[config.mk]
export PLATFORM = sky130hd
export DESIGN_NAME = quad_scissor_clipper_with_rect_stack
export DESIGN_NICKNAME = d
export VERILOG_FILES = /design/src/rtl/core/qsc_pkg.sv /design/src/rtl/core/quad_scissor_clipper_with_rect_stack.sv /design/src/rtl/core/qsc_serial_div.sv /design/src/rtl/core/qsc_rect_stack.sv
export SDC_FILE = /design/constraint.sdc
export NUM_CORES = 2
export LEC_CHECK = 0
export BUFFER_PORTS_ARGS = -buffer_cell sky130_fd_sc_hd__buf_2
export CORE_UTILIZATION = 60
export DETAILED_ROUTE_END_ITERATION = 8
export MAX_ROUTING_LAYER = met4
export PLACE_DENSITY = 0.79
export SYNTH_ARGS = -nofsm -noshare
export SYNTH_HDL_FRONTEND = slang
export SYNTH_SLANG_ARGS = --single-unit
[constraint.sdc]
create_clock -name clk -period 20.6 [get_ports clk]
set_input_delay 1.03 -clock clk [delete_from_list [all_inputs] [get_ports clk]]
set_output_delay 1.03 -clock clk [all_outputs]
set_load 0.01 [all_outputs]
[src/rtl/core/qsc_pkg.sv]
// Package for the quad scissor clipper: operation codes, widths, state
// encoding and shared request types. No dependencies.
package qsc_pkg;

  localparam int CoordW = 16;
  localparam int TexW = 18;
  localparam int StackDepthDef = 16;
  localparam int ScreenWDef = 640;
  localparam int ScreenHDef = 480;

  // Numerator of the rounded quotient: 2*(b-a)*num + den, up to about 40 bits.
  localparam int NumW = 56;
  localparam int DenW = 18;
  localparam int QuoW = 40;

  typedef enum logic [1:0] {
    OP_CLIP = 2'd0,
    OP_PUSH = 2'd1,
    OP_POP  = 2'd2,
    OP_SET  = 2'd3
  } op_t;

  typedef enum logic [3:0] {
    ST_IDLE,
    ST_EVAL,
    ST_TRIM,
    ST_PUSH_RD,
    ST_PUSH_WR,
    ST_POP_RD,
    ST_POP_LD,
    ST_DIV_MUL,
    ST_DIV_GO,
    ST_DIV_WAIT,
    ST_DONE
  } state_t;

  // Request to the serial divider.
  typedef struct packed {
    logic                   start;
    logic signed [NumW-1:0] num;
    logic        [DenW-1:0] den;
  } div_req_t;

  typedef struct packed {
    logic                   busy;
    logic                   done;
    logic signed [QuoW-1:0] quo;
  } div_rsp_t;

  function automatic logic signed [CoordW-1:0] sat16(input logic signed [19:0] v);
    logic signed [19:0] hi;
    logic signed [19:0] lo;
    hi = 20'sd32767;
    lo = -20'sd32768;
    if (v > hi) return 16'sh7fff;
    if (v < lo) return 16'sh8000;
    return v[CoordW-1:0];
  endfunction

endpackage

[src/rtl/core/quad_scissor_clipper_with_rect_stack.sv]
// Quad scissor clipper with a stack of clip rectangles.
// Top level; depends on qsc_pkg, qsc_rect_stack, qsc_serial_div.
//
// One request is handled at a time. A quad fully inside, or a set clipping
// request that keeps the current value, goes from EVAL straight to DONE; a
// trimmed quad without texcoords or a culled quad passes through TRIM; pop
// and disable pass through POP_RD and POP_LD; push and enable pass through
// PUSH_RD, PUSH_WR and POP_LD. A trimmed quad with texcoords runs four
// fractions through one bit-serial divider, one quotient bit per cycle over
// 56 bits; each fraction passes a multiply step, a start step and a wait for
// the divider, and that divider sets the rate. The stack lives in a RAM with
// a registered read, so push and pop spend a state fetching the top entry.
// No clearing pass is needed after reset. The result register holds a
// finished result until it is taken; the next request is accepted from the
// edge after it has been taken.
module quad_scissor_clipper_with_rect_stack #(
  parameter int StackDepth = qsc_pkg::StackDepthDef,
  parameter int ScreenW = qsc_pkg::ScreenWDef,
  parameter int ScreenH = qsc_pkg::ScreenHDef
) (
  input  logic        clk,
  input  logic        rst,
  input  logic        in_valid,
  output logic        in_stall,
  input  logic [1:0]  operation,
  input  logic signed [15:0] pos_x,
  input  logic signed [15:0] pos_y,
  input  logic signed [15:0] size_w,
  input  logic signed [15:0] size_h,
  input  logic signed [17:0] tex_s_left,
  input  logic signed [17:0] tex_t_top,
  input  logic signed [17:0] tex_s_right,
  input  logic signed [17:0] tex_t_bottom,
  input  logic        has_texcoords,
  input  logic        enable_value,
  output logic        out_valid,
  input  logic        out_stall,
  output logic signed [15:0] out_x,
  output logic signed [15:0] out_y,
  output logic signed [15:0] out_w,
  output logic signed [15:0] out_h,
  output logic signed [17:0] out_s_left,
  output logic signed [17:0] out_t_top,
  output logic signed [17:0] out_s_right,
  output logic signed [17:0] out_t_bottom,
  output logic        culled,
  output logic        stack_overflow
);

  localparam int CW = qsc_pkg::CoordW;
  localparam int CntW = $clog2(StackDepth + 1);
  // Screen extents in Q12.4, and the widened bounds, saturated to 16 bits.
  localparam int ScrWq = (ScreenW * 16 > 32767) ? 32767 : ScreenW * 16;
  localparam int ScrHq = (ScreenH * 16 > 32767) ? 32767 : ScreenH * 16;
  localparam int WideR = (ScreenW * 32 > 32767) ? 32767 : ScreenW * 32;
  localparam int WideB = (ScreenH * 32 > 32767) ? 32767 : ScreenH * 32;
  localparam int WideL = (ScreenW * 16 > 32768) ? -32768 : -(ScreenW * 16);
  localparam int WideT = (ScreenH * 16 > 32768) ? -32768 : -(ScreenH * 16);

  qsc_pkg::state_t state, state_next;

  // Latched request
  qsc_pkg::op_t op;
  logic signed [CW-1:0] ox, oy, ow, oh;
  logic signed [17:0] s1, t1, s2, t2;
  logic tex;
  logic en;

  // Clip bounds and stack control
  logic signed [CW-1:0] bl, bt, br, bb;
  logic [CntW-1:0] count;
  logic clip_on;

  // Trim working values (wide enough to avoid overflow)
  logic signed [19:0] x, y, w, h;
  logic fully_in;

  // Result register
  logic signed [CW-1:0] rx, ry, rw, rh;
  logic signed [17:0] rs1, rt1, rs2, rt2;
  logic rcull, rovf;
  logic rvalid;

  // Stack RAM
  logic st_we;
  logic [CntW-1:0] st_waddr, st_raddr;
  logic [4*CW-1:0] st_wdata, st_rdata;

  // Divider
  qsc_pkg::div_req_t dreq;
  qsc_pkg::div_rsp_t drsp;
  logic [1:0] frac_idx;

  // Push pending: rect and whether to widen afterward
  logic signed [19:0] px, py, pr, pb;
  logic widen;

  logic accept;
  assign accept = in_valid && !in_stall;
  assign in_stall = (state != qsc_pkg::ST_IDLE) || rvalid;

  qsc_rect_stack #(.StackDepth(StackDepth)) u_stack (
    .clk   (clk),
    .we    (st_we),
    .waddr (st_waddr),
    .wdata (st_wdata),
    .raddr (st_raddr),
    .rdata (st_rdata)
  );

  qsc_serial_div u_div (
    .clk (clk),
    .rst (rst),
    .req (dreq),
    .rsp (drsp)
  );

  // Top entry fields from RAM read data
  logic signed [CW-1:0] tl, tt, tr, tb;
  assign tl = st_rdata[4*CW-1:3*CW];
  assign tt = st_rdata[3*CW-1:2*CW];
  assign tr = st_rdata[2*CW-1:CW];
  assign tb = st_rdata[CW-1:0];

  // Parent rectangle for a push: screen when empty.
  logic signed [19:0] parl, part, parr, parb;
  logic signed [19:0] nl, nt, nr, nb, ir, ib;
  always_comb begin
    if (count == '0) begin
      parl = '0;
      part = '0;
      parr = 20'(ScrWq);
      parb = 20'(ScrHq);
    end else begin
      parl = 20'(tl);
      part = 20'(tt);
      parr = 20'(tr);
      parb = 20'(tb);
    end
    nl = (parl > px) ? parl : px;
    nt = (part > py) ? part : py;
    ir = (parr < pr) ? parr : pr;
    ib = (parb < pb) ? parb : pb;
    nr = (ir > nl) ? ir : nl;
    nb = (ib > nt) ? ib : nt;
  end

  assign st_raddr = (count == '0) ? '0 : count - CntW'(1);
  assign st_waddr = count;
  assign st_we = (state == qsc_pkg::ST_PUSH_WR) && (count < CntW'(StackDepth));
  assign st_wdata = {nl[CW-1:0], nt[CW-1:0], nr[CW-1:0], nb[CW-1:0]};

  // Divider numerator for fraction frac_idx: 2*(b-a)*num + den
  logic signed [18:0] diff;
  logic signed [19:0] fnum;
  logic signed [CW-1:0] fden;
  logic signed [17:0] fbase;
  always_comb begin
    case (frac_idx)
      2'd0: begin
        diff = 19'(s2) - 19'(s1); fnum = x - 20'(ox); fden = ow; fbase = s1;
      end
      2'd1: begin
        diff = 19'(t2) - 19'(t1); fnum = y - 20'(oy); fden = oh; fbase = t1;
      end
      2'd2: begin
        diff = 19'(s2) - 19'(s1); fnum = x + w - 20'(ox); fden = ow; fbase = s1;
      end
      default: begin
        diff = 19'(t2) - 19'(t1); fnum = y + h - 20'(oy); fden = oh; fbase = t1;
      end
    endcase
  end

  // 19 x 20 product, registered in the multiply cycle ahead of the divider start.
  logic signed [38:0] mul;
  assign mul = diff * fnum;

  logic signed [qsc_pkg::NumW-1:0] prod;
  always_ff @(posedge clk) begin
    prod <= qsc_pkg::NumW'(mul);
  end

  // Divisor is twice the original extent so the quotient rounds half up.
  always_comb begin
    dreq.start = (state == qsc_pkg::ST_DIV_GO);
    dreq.num = (prod <<< 1) + qsc_pkg::NumW'(fden);
    dreq.den = qsc_pkg::DenW'({fden, 1'b0});
  end

  logic signed [17:0] lerp_res;
  assign lerp_res = (fden <= 0) ? fbase : fbase + drsp.quo[17:0];

  // Next state
  always_comb begin
    state_next = state;
    unique case (state)
      qsc_pkg::ST_IDLE: if (accept) state_next = qsc_pkg::ST_EVAL;
      qsc_pkg::ST_EVAL: begin
        unique case (op)
          qsc_pkg::OP_CLIP: state_next = fully_in ? qsc_pkg::ST_DONE : qsc_pkg::ST_TRIM;
          qsc_pkg::OP_PUSH: state_next = qsc_pkg::ST_PUSH_RD;
          qsc_pkg::OP_POP:  state_next = qsc_pkg::ST_POP_RD;
          default: begin
            if (en == clip_on) state_next = qsc_pkg::ST_DONE;
            else if (en) state_next = qsc_pkg::ST_PUSH_RD;
            else state_next = qsc_pkg::ST_POP_RD;
          end
        endcase
      end
      qsc_pkg::ST_TRIM:
        state_next = (!tcull && tex) ? qsc_pkg::ST_DIV_MUL : qsc_pkg::ST_DONE;
      qsc_pkg::ST_PUSH_RD: state_next = qsc_pkg::ST_PUSH_WR;
      qsc_pkg::ST_PUSH_WR: state_next = qsc_pkg::ST_POP_LD;
      qsc_pkg::ST_POP_RD: state_next = qsc_pkg::ST_POP_LD;
      qsc_pkg::ST_POP_LD: state_next = qsc_pkg::ST_DONE;
      qsc_pkg::ST_DIV_MUL: state_next = qsc_pkg::ST_DIV_GO;
      qsc_pkg::ST_DIV_GO: state_next = qsc_pkg::ST_DIV_WAIT;
      qsc_pkg::ST_DIV_WAIT:
        if (drsp.done) begin
          state_next = (frac_idx == 2'd3) ? qsc_pkg::ST_DONE : qsc_pkg::ST_DIV_MUL;
        end
      default: state_next = qsc_pkg::ST_IDLE;
    endcase
  end

  // Quad fully inside test on latched request
  always_comb begin
    fully_in = (ox >= bl) && (oy >= bt) && (20'(ox) + 20'(ow) <= 20'(br))
            && (20'(oy) + 20'(oh) <= 20'(bb));
  end

  // Trim combinational (from latched quad)
  logic signed [19:0] tx, ty, tw, th;
  logic tcull;
  always_comb begin
    tx = 20'(ox); ty = 20'(oy); tw = 20'(ow); th = 20'(oh);
    tcull = 1'b0;
    if (ox < bl) begin
      tw = tw - (20'(bl) - 20'(ox)); tx = 20'(bl);
    end else if (ox > br) tcull = 1'b1;
    if (oy < bt) begin
      th = th - (20'(bt) - 20'(oy)); ty = 20'(bt);
    end else if (oy > bb) tcull = 1'b1;
    if (!tcull) begin
      if (tx + tw > 20'(br)) tw = 20'(br) - tx;
      if (ty + th > 20'(bb)) th = 20'(bb) - ty;
      if (tw <= 0 || th <= 0) tcull = 1'b1;
    end
  end

  always_ff @(posedge clk) begin
    if (rst) begin
      state <= qsc_pkg::ST_IDLE;
      bl <= '0;
      bt <= '0;
      br <= CW'(ScrWq);
      bb <= CW'(ScrHq);
      count <= '0;
      clip_on <= 1'b0;
      rvalid <= 1'b0;
      frac_idx <= '0;
    end else begin
      state <= state_next;
      if (rvalid && !out_stall) rvalid <= 1'b0;
      unique case (state)
        qsc_pkg::ST_IDLE: if (accept) begin
          op <= qsc_pkg::op_t'(operation);
          ox <= pos_x; oy <= pos_y; ow <= size_w; oh <= size_h;
          s1 <= tex_s_left; t1 <= tex_t_top; s2 <= tex_s_right; t2 <= tex_t_bottom;
          tex <= has_texcoords;
          en <= enable_value;
          rx <= '0; ry <= '0; rw <= '0; rh <= '0;
          rs1 <= '0; rt1 <= '0; rs2 <= '0; rt2 <= '0;
          rcull <= 1'b0; rovf <= 1'b0;
          frac_idx <= '0;
        end
        qsc_pkg::ST_EVAL: begin
          if (op == qsc_pkg::OP_CLIP && fully_in) begin
            rx <= ox; ry <= oy; rw <= ow; rh <= oh;
            if (tex) begin
              rs1 <= s1; rt1 <= t1; rs2 <= s2; rt2 <= t2;
            end
          end
          if (op == qsc_pkg::OP_PUSH) begin
            px <= 20'(ox); py <= 20'(oy);
            pr <= 20'(ox) + 20'(ow); pb <= 20'(oy) + 20'(oh);
            widen <= 1'b0;
          end else begin
            px <= '0; py <= '0; pr <= 20'(ScrWq); pb <= 20'(ScrHq);
            widen <= 1'b1;
          end
          if (op == qsc_pkg::OP_SET && en != clip_on) clip_on <= en;
          if (op == qsc_pkg::OP_POP || (op == qsc_pkg::OP_SET && !en && clip_on))
            if (count != '0) count <= count - CntW'(1);
          if (op == qsc_pkg::OP_SET && en == clip_on) begin
            rx <= bl; ry <= bt; rw <= br; rh <= bb;
          end
        end
        qsc_pkg::ST_TRIM: begin
          x <= tx; y <= ty; w <= tw; h <= th;
          rcull <= tcull;
          if (!tcull) begin
            rx <= tx[CW-1:0]; ry <= ty[CW-1:0];
            rw <= qsc_pkg::sat16(tw); rh <= qsc_pkg::sat16(th);
          end
        end
        qsc_pkg::ST_PUSH_WR: begin
          // new entry becomes the bounds; a refused push leaves them alone
          if (count < CntW'(StackDepth)) begin
            count <= count + CntW'(1);
            bl <= nl[CW-1:0]; bt <= nt[CW-1:0]; br <= nr[CW-1:0]; bb <= nb[CW-1:0];
          end else rovf <= 1'b1;
        end
        qsc_pkg::ST_POP_LD: begin
          // st_rdata holds the top after count settled (read issued last cycle)
          if (widen && op == qsc_pkg::OP_SET && en) begin
            bl <= CW'(WideL); bt <= CW'(WideT); br <= CW'(WideR); bb <= CW'(WideB);
            rx <= CW'(WideL); ry <= CW'(WideT); rw <= CW'(WideR); rh <= CW'(WideB);
          end else if (op == qsc_pkg::OP_PUSH) begin
            rx <= bl; ry <= bt; rw <= br; rh <= bb;
          end else if (count == '0) begin
            bl <= '0; bt <= '0; br <= CW'(ScrWq); bb <= CW'(ScrHq);
            rx <= '0; ry <= '0; rw <= CW'(ScrWq); rh <= CW'(ScrHq);
          end else begin
            bl <= tl; bt <= tt; br <= tr; bb <= tb;
            rx <= tl; ry <= tt; rw <= tr; rh <= tb;
          end
        end
        qsc_pkg::ST_DIV_WAIT: if (drsp.done) begin
          case (frac_idx)
            2'd0: rs1 <= lerp_res;
            2'd1: rt1 <= lerp_res;
            2'd2: rs2 <= lerp_res;
            default: rt2 <= lerp_res;
          endcase
          frac_idx <= frac_idx + 2'd1;
        end
        qsc_pkg::ST_DONE: rvalid <= 1'b1;
        default: ;
      endcase
    end
  end

  assign out_valid = rvalid;
  assign out_x = rx;
  assign out_y = ry;
  assign out_w = rw;
  assign out_h = rh;
  assign out_s_left = rs1;
  assign out_t_top = rt1;
  assign out_s_right = rs2;
  assign out_t_bottom = rt2;
  assign culled = rcull;
  assign stack_overflow = rovf;

  a_count_range: assert property (@(posedge clk) disable iff (rst)
    count <= CntW'(StackDepth)) else $error("stack count out of range");
  a_busy_stall: assert property (@(posedge clk) disable iff (rst)
    state != qsc_pkg::ST_IDLE |-> in_stall) else $error("accepted while busy");
  a_done_valid: assert property (@(posedge clk) disable iff (rst)
    state == qsc_pkg::ST_DONE |=> rvalid) else $error("result not posted");
  a_flags_excl: assert property (@(posedge clk) disable iff (rst)
    rvalid |-> !(rcull && rovf)) else $error("cull and overflow together");

endmodule

[src/rtl/core/qsc_serial_div.sv]
// Bit-serial restoring divider: one quotient bit per cycle, rounds toward
// minus infinity (floor) for a positive divisor. Depends on qsc_pkg.
module qsc_serial_div (
  input  logic              clk,
  input  logic              rst,
  input  qsc_pkg::div_req_t req,
  output qsc_pkg::div_rsp_t rsp
);

  localparam int NW = qsc_pkg::NumW;
  localparam int DW = qsc_pkg::DenW;
  localparam int CntW = $clog2(NW + 1);

  logic [NW-1:0] dividend;
  logic [DW:0]   rem;
  logic [DW-1:0] den;
  logic          neg;
  logic [CntW-1:0] cnt;
  logic          busy;
  logic          done;

  logic [DW+1:0] trial;
  logic [DW+1:0] sub;
  logic          fits;

  always_comb begin
    trial = {rem, dividend[NW-1]};
    sub = trial - {2'b00, den};
    fits = !sub[DW+1];
  end

  always_ff @(posedge clk) begin
    if (rst) begin
      busy <= 1'b0;
      done <= 1'b0;
      cnt <= '0;
    end else begin
      done <= 1'b0;
      if (req.start) begin
        busy <= 1'b1;
        cnt <= CntW'(NW);
        neg <= req.num[NW-1];
        // floor of negative n: -((-n + d - 1) / d)
        dividend <= req.num[NW-1] ? NW'(-req.num + NW'(req.den) - NW'(1)) : req.num;
        den <= req.den;
        rem <= '0;
      end else if (busy) begin
        dividend <= {dividend[NW-2:0], fits};
        rem <= fits ? sub[DW:0] : trial[DW:0];
        cnt <= cnt - CntW'(1);
        if (cnt == CntW'(1)) begin
          busy <= 1'b0;
          done <= 1'b1;
        end
      end
    end
  end

  assign rsp.busy = busy;
  assign rsp.done = done;
  assign rsp.quo = neg ? -$signed(dividend[qsc_pkg::QuoW-1:0])
                       : $signed(dividend[qsc_pkg::QuoW-1:0]);

  a_done_after_busy: assert property (@(posedge clk) disable iff (rst)
    rsp.done |-> $past(busy)) else $error("divider done without busy");
  a_no_start_busy: assert property (@(posedge clk) disable iff (rst)
    busy && !rsp.done |=> busy || done) else $error("divider dropped work");
  a_done_clears: assert property (@(posedge clk) disable iff (rst)
    done |-> !busy) else $error("divider busy at done");

endmodule

[src/rtl/core/qsc_rect_stack.sv]
// Clip rectangle stack memory, one write and one registered read port.
// Depends on qsc_pkg.
module qsc_rect_stack #(
  parameter int StackDepth = qsc_pkg::StackDepthDef
) (
  input  logic                          clk,
  input  logic                          we,
  input  logic [$clog2(StackDepth+1)-1:0] waddr,
  input  logic [4*qsc_pkg::CoordW-1:0]  wdata,
  input  logic [$clog2(StackDepth+1)-1:0] raddr,
  output logic [4*qsc_pkg::CoordW-1:0]  rdata
);

  localparam int AW = (StackDepth > 1) ? $clog2(StackDepth) : 1;

  logic [4*qsc_pkg::CoordW-1:0] mem [StackDepth];
  logic [AW-1:0] wa;
  logic [AW-1:0] ra;

  always_comb begin
    wa = AW'(waddr);
    ra = AW'(raddr);
  end

  always_ff @(posedge clk) begin
    if (we) mem[wa] <= wdata;
    rdata <= mem[ra];
  end

endmodule

; ---- After elaboration in Yosys (flattened, before gate mapping)
; Memory sizes are Yosys's and may differ from the RTL's. A register that Yosys moved wholly into a read port is not among the register bits.
; Cells that the tools add are included.
; W data, S select, Z words.
[word_totals]
regBits = 641
mem_bits_rw = 1024
in_bits = 144
out_inout_bits = 140
wordCells = 350
n_memories = 1
[memory_table]
columns = name, words, width, read_ports, rd_clocked_by_memory_dff, wr, line
row1 = u_stack.mem, 16, 64, 1, 1, 1, qsc_rect_stack.sv:16  ; logic [4*qsc_pkg::CoordW-1:0] mem [StackDepth];
[classes]
addsub = 29
multipliers = 1
order_cmp = 24
n_eq_ne = 33
n_mux = 153
bitwise_logic = 2
reduce_logical = 59
[op_table]
columns = cell, n
row1 = $mux W16, 40
row2 = $mux W18, 20
row3 = $mux W20, 18
row4 = $pmux W16 S4, 4
row5 = $pmux W18 S3, 4
row6 = $mux W56, 3
row7 = $pmux W16 S2, 4
row8 = $add A20 B20 Y20, 4
row9 = $gt A20 B16 Y1, 4
row10 = $sub A20 B16 Y20, 4
row11 = $pmux W20 S3, 1
row12 = $mux W19, 3
row13 = $add A56 B17 Y56, 1
row14 = $neg A56 Y56, 1
row15 = $sub A56 B1 Y56 const B, 1
row16 = $add A40 B16 Y41, 1
row17 = $gt A20 B16 Y1 const B, 2
row18 = $gt A20 B20 Y1, 2
row19 = $le A20 B1 Y1 const B, 2
row20 = $lt A20 B16 Y1 const B, 2
row21 = $lt A20 B17 Y1, 2
row22 = $sub A16 B20 Y20, 2
row23 = $mul A19 B20 Y39, 1
row24 = $sub A18 B18 Y19, 2
row25 = other kinds (57), 173

; ---- Logic depth before layout (Yosys ltp)
[logic_depth]
word_depth = 22
ltp_mapped = 45
depth_no_buf = 43

; ---- Cells and area by module
; A second synthesis with hierarchy kept.
[unflattened]
cells_unflattened = 9325
area_unflattened_um2 = 107186.6
[modules_own_cells]
columns = mod, instances, cells_per_inst, area_each_um2, seq_area_each_um2
row1 = quad_scissor_clipper_with_rect_stack, 1, 6809, 59686.0, 14844.2
row2 = qsc_rect_stack, 1, 1647, 39581.7, 32030.7
row3 = qsc_serial_div, 1, 869, 7918.8, 2982.9

; ---- Worst setup path before layout
; Ideal clock, no wire load.
[synth_timing]
path_kind = reg-to-reg
startpoint = reg ox[6]
endpoint = reg rh[0], in the netlist out_h[0], enable pin
setup_time_ns = 0.565
arrival_time_ns = 11.605
required_time_ns = 20.035
slack_ns = 8.430
path_stages_with_launch = 36
path_buffers = 2
synth_period_minus_slack_ns = 12.170
cell_sequence = edfxtp_1 > ha_1 > a21o_1 > a221o_1 > a221oi_2 > o2111ai_1 > nand2_2 > clkbuf_1 > buf_1 > nor2_1 > a21oi_1 > inv_1 > fa_1 > a21o_1 > a21oi_1 > o21bai_1 > a21oi_1 > o21bai_1 > a21oi_1 > o21bai_1 > a21o_1 > nand2_1 > nand3_1 > a31oi_1 > xnor2_1 > ha_1 > nand4_1 > or4_1 > a21oi_1 > nor3_1 > a211o_1 > mux2_2 > or4_1 > o41a_1 > a21oi_1 > nor3_1
[synth_via]
word_cells_on_any_way = 29
cone_classes = add/sub: 5 / order compare: 6 / eq/ne: 2 / mux: 10 / reduce/logical: 6
[synth_rtl]
columns = element, line
row1 = start: declaration, quad_scissor_clipper_with_rect_stack.sv:64  ; logic signed [CW-1:0] ox, oy, ow, oh;
row2 = start signal: assignment, quad_scissor_clipper_with_rect_stack.sv:269  ; ox <= pos_x; oy <= pos_y; ow <= size_w; oh <= size_h;
row3 = $lt A16 B16 Y1 (*), quad_scissor_clipper_with_rect_stack.sv:239  ; if (ox < bl) begin
row4 = $mux W20 (*), quad_scissor_clipper_with_rect_stack.sv:239
row5 = net tx[1], quad_scissor_clipper_with_rect_stack.sv:234  ; logic signed [19:0] tx, ty, tw, th;
row6 = $add A20 B20 Y20, quad_scissor_clipper_with_rect_stack.sv:246  ; if (tx + tw > 20'(br)) tw = 20'(br) - tx;
row7 = $gt A20 B16 Y1, quad_scissor_clipper_with_rect_stack.sv:246
row8 = $mux W20 (*), quad_scissor_clipper_with_rect_stack.sv:246
row9 = $mux W20 (*), quad_scissor_clipper_with_rect_stack.sv:245  ; if (!tcull) begin
row10 = $le A20 B1 Y1 (*), quad_scissor_clipper_with_rect_stack.sv:248  ; if (tw <= 0 || th <= 0) tcull = 1'b1;
row11 = $logic_or A1 B1 Y1 (*), quad_scissor_clipper_with_rect_stack.sv:248
row12 = $mux W1 (*), quad_scissor_clipper_with_rect_stack.sv:248
row13 = $mux W1 (*), quad_scissor_clipper_with_rect_stack.sv:245
row14 = $ne A2 B2 Y1 (no source line) (*), --
row15 = $reduce_and A5 Y1 (no source line) (*), --
row16 = end signal: assignment, quad_scissor_clipper_with_rect_stack.sv:305  ; rw <= qsc_pkg::sat16(tw); rh <= qsc_pkg::sat16(th);
row17 = end signal: assignment, quad_scissor_clipper_with_rect_stack.sv:319  ; rx <= CW'(WideL); ry <= CW'(WideT); rw <= CW'(WideR); rh <= CW'(WideB);
row18 = end signal: assignment, quad_scissor_clipper_with_rect_stack.sv:327  ; rx <= tl; ry <= tt; rw <= tr; rh <= tb;
row19 = end: declaration, quad_scissor_clipper_with_rect_stack.sv:79  ; logic signed [CW-1:0] rx, ry, rw, rh;
; Mark *: on every way through the listed nets, which the timed path passes. The rest lies on a longest branch. The select of a mux whose other input is x is not followed.
; A chain may end at the register's enable or synchronous reset.

; ---- Worst setup path after layout
[layout_timing]
startpoint = reg ox[0]
endpoint = reg prod[37] in the netlist's numbering
[layout_via]
elab_chain_len = 3
word_cells_on_any_way = 4
cone_classes = add/sub: 2 / mul: 1 / mux: 1
[layout_rtl]
columns = element, line
row1 = $sub A20 B16 Y20 (on tied branches), "quad_scissor_clipper_with_rect_stack.sv:167, quad_scissor_clipper_with_rect_stack.sv:161"
row2 = $pmux W20 S3 (*), quad_scissor_clipper_with_rect_stack.sv:159  ; case (frac_idx)
row3 = $mul A19 B20 Y39 (*), quad_scissor_clipper_with_rect_stack.sv:177  ; assign mul = diff * fnum;
row4 = net mul[37], quad_scissor_clipper_with_rect_stack.sv:176  ; logic signed [38:0] mul;
row5 = end signal: assignment, quad_scissor_clipper_with_rect_stack.sv:181  ; prod <= qsc_pkg::NumW'(mul);
row6 = end: declaration, quad_scissor_clipper_with_rect_stack.sv:179  ; logic signed [qsc_pkg::NumW-1:0] prod;
; Mark *: on every way through the listed nets, which the timed path passes. The rest lies on a longest branch.

==> impl_metrics.yaml <==
clock_tree:
  clock-sinks: 1721
  cts_tree: "done"
  clock_tree.buffer_depth: 3
  cts_buffers: 177
  h-tree-depth: 4
  cts-root-buf: "clkbuf_16"
  cts_setup_buffers: 0
  cts_resized: 0
  clock_latency_ps: 870
  cts_hold_buf: 0
  path_clk_slew_ps: 60
sta:
  tightest_slew_ps: 1410
  fin_skew_ps: 82.2
  hold_viol: 0
  rsz0062_at_grt: "no"
  final_max_slew_viol_count: 0
  period_needed_ps: 11900
  setup_viol: 0
  final.setup.tns_ps: 0
  slew-limit-headroom_pct: 3.24
  whs_ps: 345
  fmax_mhz: 84.0
  finalCritPeriodShare_pct: 57.8
floorplanning:
  die_x_microns: 424
  rows: 154
  die_h_microns: 424
  core-area_sq_mm: 0.176
  boundaryPins: 284
  dieArea_sq_mm: 0.180
  start_util_pct: 60.5
grt:
  grt_pass1_vias: 77100
  grt_usage_pct: 39.4
  grt_max_degree: 117
  antenna_found_initial: 14
  grt_overflow: 0
  grt_pass1_wl_microns: 502000
route:
  wl_per_cell_microns: 28.9
  drc: 63
  drt-total-wl_microns: 343000
  dr.pass1.iters: 9
  drt_iter0_drc: 8632
  vias_per_cell: 6.44
  drtAntennaViolNets: 0
  vias: 76400
setup_path:
  critPathSlowestCell: "a2111oi_0"
  critical_path_class: "reg -> reg"
  start_kind: "flop"
  path_max_fanout: 11
  path_common_cell: "fa_1"
  critPathMaxStageDelay_ps: 1040
  worstPathArrival_ps: 12590
  endpoint_kind: "flop"
  worstPathRequired_ps: 21280
cells_and_area:
  areaGrowthSynthToFinish_pct: 10.2
  drive_gt1_share_pct: 14.6
  fill_cells: 12700
  fin_nets: 10700
outcome:
  violations: "DRC"
  status: "complete, but fails checks"
yosys:
  synth_top_flop_cell: "edfxtp_1"
  synth_edf_count: 1533
  synthDistinctLibCells: 114
  syn_avg_cell_area_sq_um: 11.8
  async_flop_share_pct: 0
  ys_warn_count: 0
  seq_area_frac_synth_pct: 46.6
  synth_cells: 9058
  synth_nets: 10400
  syn_area_sq_mm: 0.107
  ys_ff_latch: 1721
place:
  post-dp-hpwl_microns: 245000
  place.gp.congestion: 1.08
  io_buffers: 283
run:
  drv_cap: 0
worst_hold_path:
  hold_class: "in -> reg"
==> cell type report <==
type                    count  area [sq um]  share of cell area [%]
multi-input cells        5857         51700                    43.9
flip-flops and latches   1721         49800                    42.3
well taps                2340          2930                    2.49
clock inverters           110          1390                    1.18
inverters                1156          4340                    3.69
clock buffers             217          4770                    4.06
diodes                     23          57.6                  0.0489
repair buffers            446          2670                    2.27
==> layout by cell type, fill, tap and decap left out, types with 37 or more instances in the layout <==
cell / n
a21o_1: 174
nor3_1: 98
nor2_1: 541
o21a_1: 67
ha_1: 693
nand3_1: 113
dfxtp_1: 186
buf_2: 282
nor2b_1: 94
clkbuf_16: 181
edfxtp_1: 1533
or2_2: 151
o21ai_0: 376
nand4_1: 61
fa_1: 471
xor2_1: 108
and2_1: 126
o221ai_1: 37
a211oi_1: 94
a31oi_1: 44
nand2b_1: 83
buf_4: 162
mux2_2: 71
xnor2_1: 222
nand2_1: 734
o211ai_1: 50
mux2i_1: 142
mux4_2: 320
a21oi_1: 424
inv_1: 1151
o21bai_1: 53
==> sequential cells by signal, summed over array words and instances, names as in the netlist, 19 cells and up <==
signal,cells
u_stack.mem,1024
u_stack.rdata,64
u_div.dividend,56
prod,39
h,20
w,20
u_div.rem,19
==> metal layers <==
metal / track usage, % / vias to the layer above / routed length, microns
met4: 26.4 / 0 / 27300
met2: 61.9 / 4627 / 162000
met5: - / - / 0
met3: 6.07 / 1134 / 29600
li1: - / 32900 / -
met1: 47.2 / 37700 / 124000
==> path summary, 6_finish.rpt <==
check | from | to | slack, ps | cells after the start
worst max-delay path | ox[0]$_DFFE_PP_ | prod[37]$_DFF_P_ | 8700 | 41
worst min-delay path | size_w[4] | ow[4]$_DFFE_PP_ | 340 | 1
worst min register to register | clip_on$_SDFFE_PP0P_ | clip_on$_SDFFE_PP0P_ | 490 | 2
worst max register to register | ox[0]$_DFFE_PP_ | prod[37]$_DFF_P_ | 8700 | 41
==> cells by family (layout without fill, tap and decap cells) <==
logic type,after synthesis,after routing,synth area share (%)
AO/OA/AOI/OAI,1621,1621,9.72
adder cells (fa/ha/maj),1165,1165,17.0
other,0,23,0
multiplexers,535,535,8.85
buffers and inverters,1480,1929,5.30
flip-flops,1721,1721,46.6
AND/OR/NAND/NOR,2203,2203,9.78
XOR/XNOR,333,333,2.74
==> critical path: cells and delay by family, from the launching register on <==
| kind | cells | cell delay (ps) |
|---|---|---|
| xor+xnor | 2 | 270 |
| flops | 1 | 510 |
| compound gates | 10 | 3730 |
| buf+inv | 7 | 400 |
| simple gates | 11 | 1960 |
| fa+ha+maj | 11 | 4890 |
==> stage by stage <==
stage	cells	area (sq um)	util, %	worst slack (ps)
floorplan	9058	107000	-	8430
global placement	11500	111000	63.1	8940
detailed placement	11500	111000	63.1	8870
CTS	11800	118000	66.6	8760
global route	11900	118000	66.6	8030
finish	11900	118000	66.7	8700
==> cells in the mapped netlist, types with 50 or more instances <==
| cell | number | area share, % |
|---|---|---|
| a211oi_1 | 94 | 0.66 |
| a21o_1 | 174 | 1.2 |
| a21oi_1 | 426 | 2.0 |
| and2_1 | 127 | 0.74 |
| clkbuf_1 | 269 | 0.95 |
| dfxtp_1 | 188 | 3.5 |
| edfxtp_1 | 1533 | 43 |
| fa_1 | 471 | 8.8 |
| ha_1 | 694 | 8.1 |
| inv_1 | 1152 | 4.1 |
| mux2_2 | 71 | 0.75 |
| mux2i_1 | 144 | 1.4 |
| mux4_2 | 320 | 6.8 |
| nand2_1 | 737 | 2.6 |
| nand2b_1 | 84 | 0.49 |
| nand3_1 | 114 | 0.53 |
| nand4_1 | 61 | 0.36 |
| nor2_1 | 564 | 2.0 |
| nor2b_1 | 94 | 0.55 |
| nor3_1 | 103 | 0.48 |
| o211ai_1 | 50 | 0.35 |
| o21a_1 | 67 | 0.47 |
| o21ai_0 | 385 | 1.8 |
| o21bai_1 | 53 | 0.37 |
| or2_2 | 151 | 0.88 |
| xnor2_1 | 222 | 1.8 |
| xor2_1 | 110 | 0.90 |
Power is not shown: default switching activity piles up to over one toggle a cycle in this logic, so the estimate is an artifact.
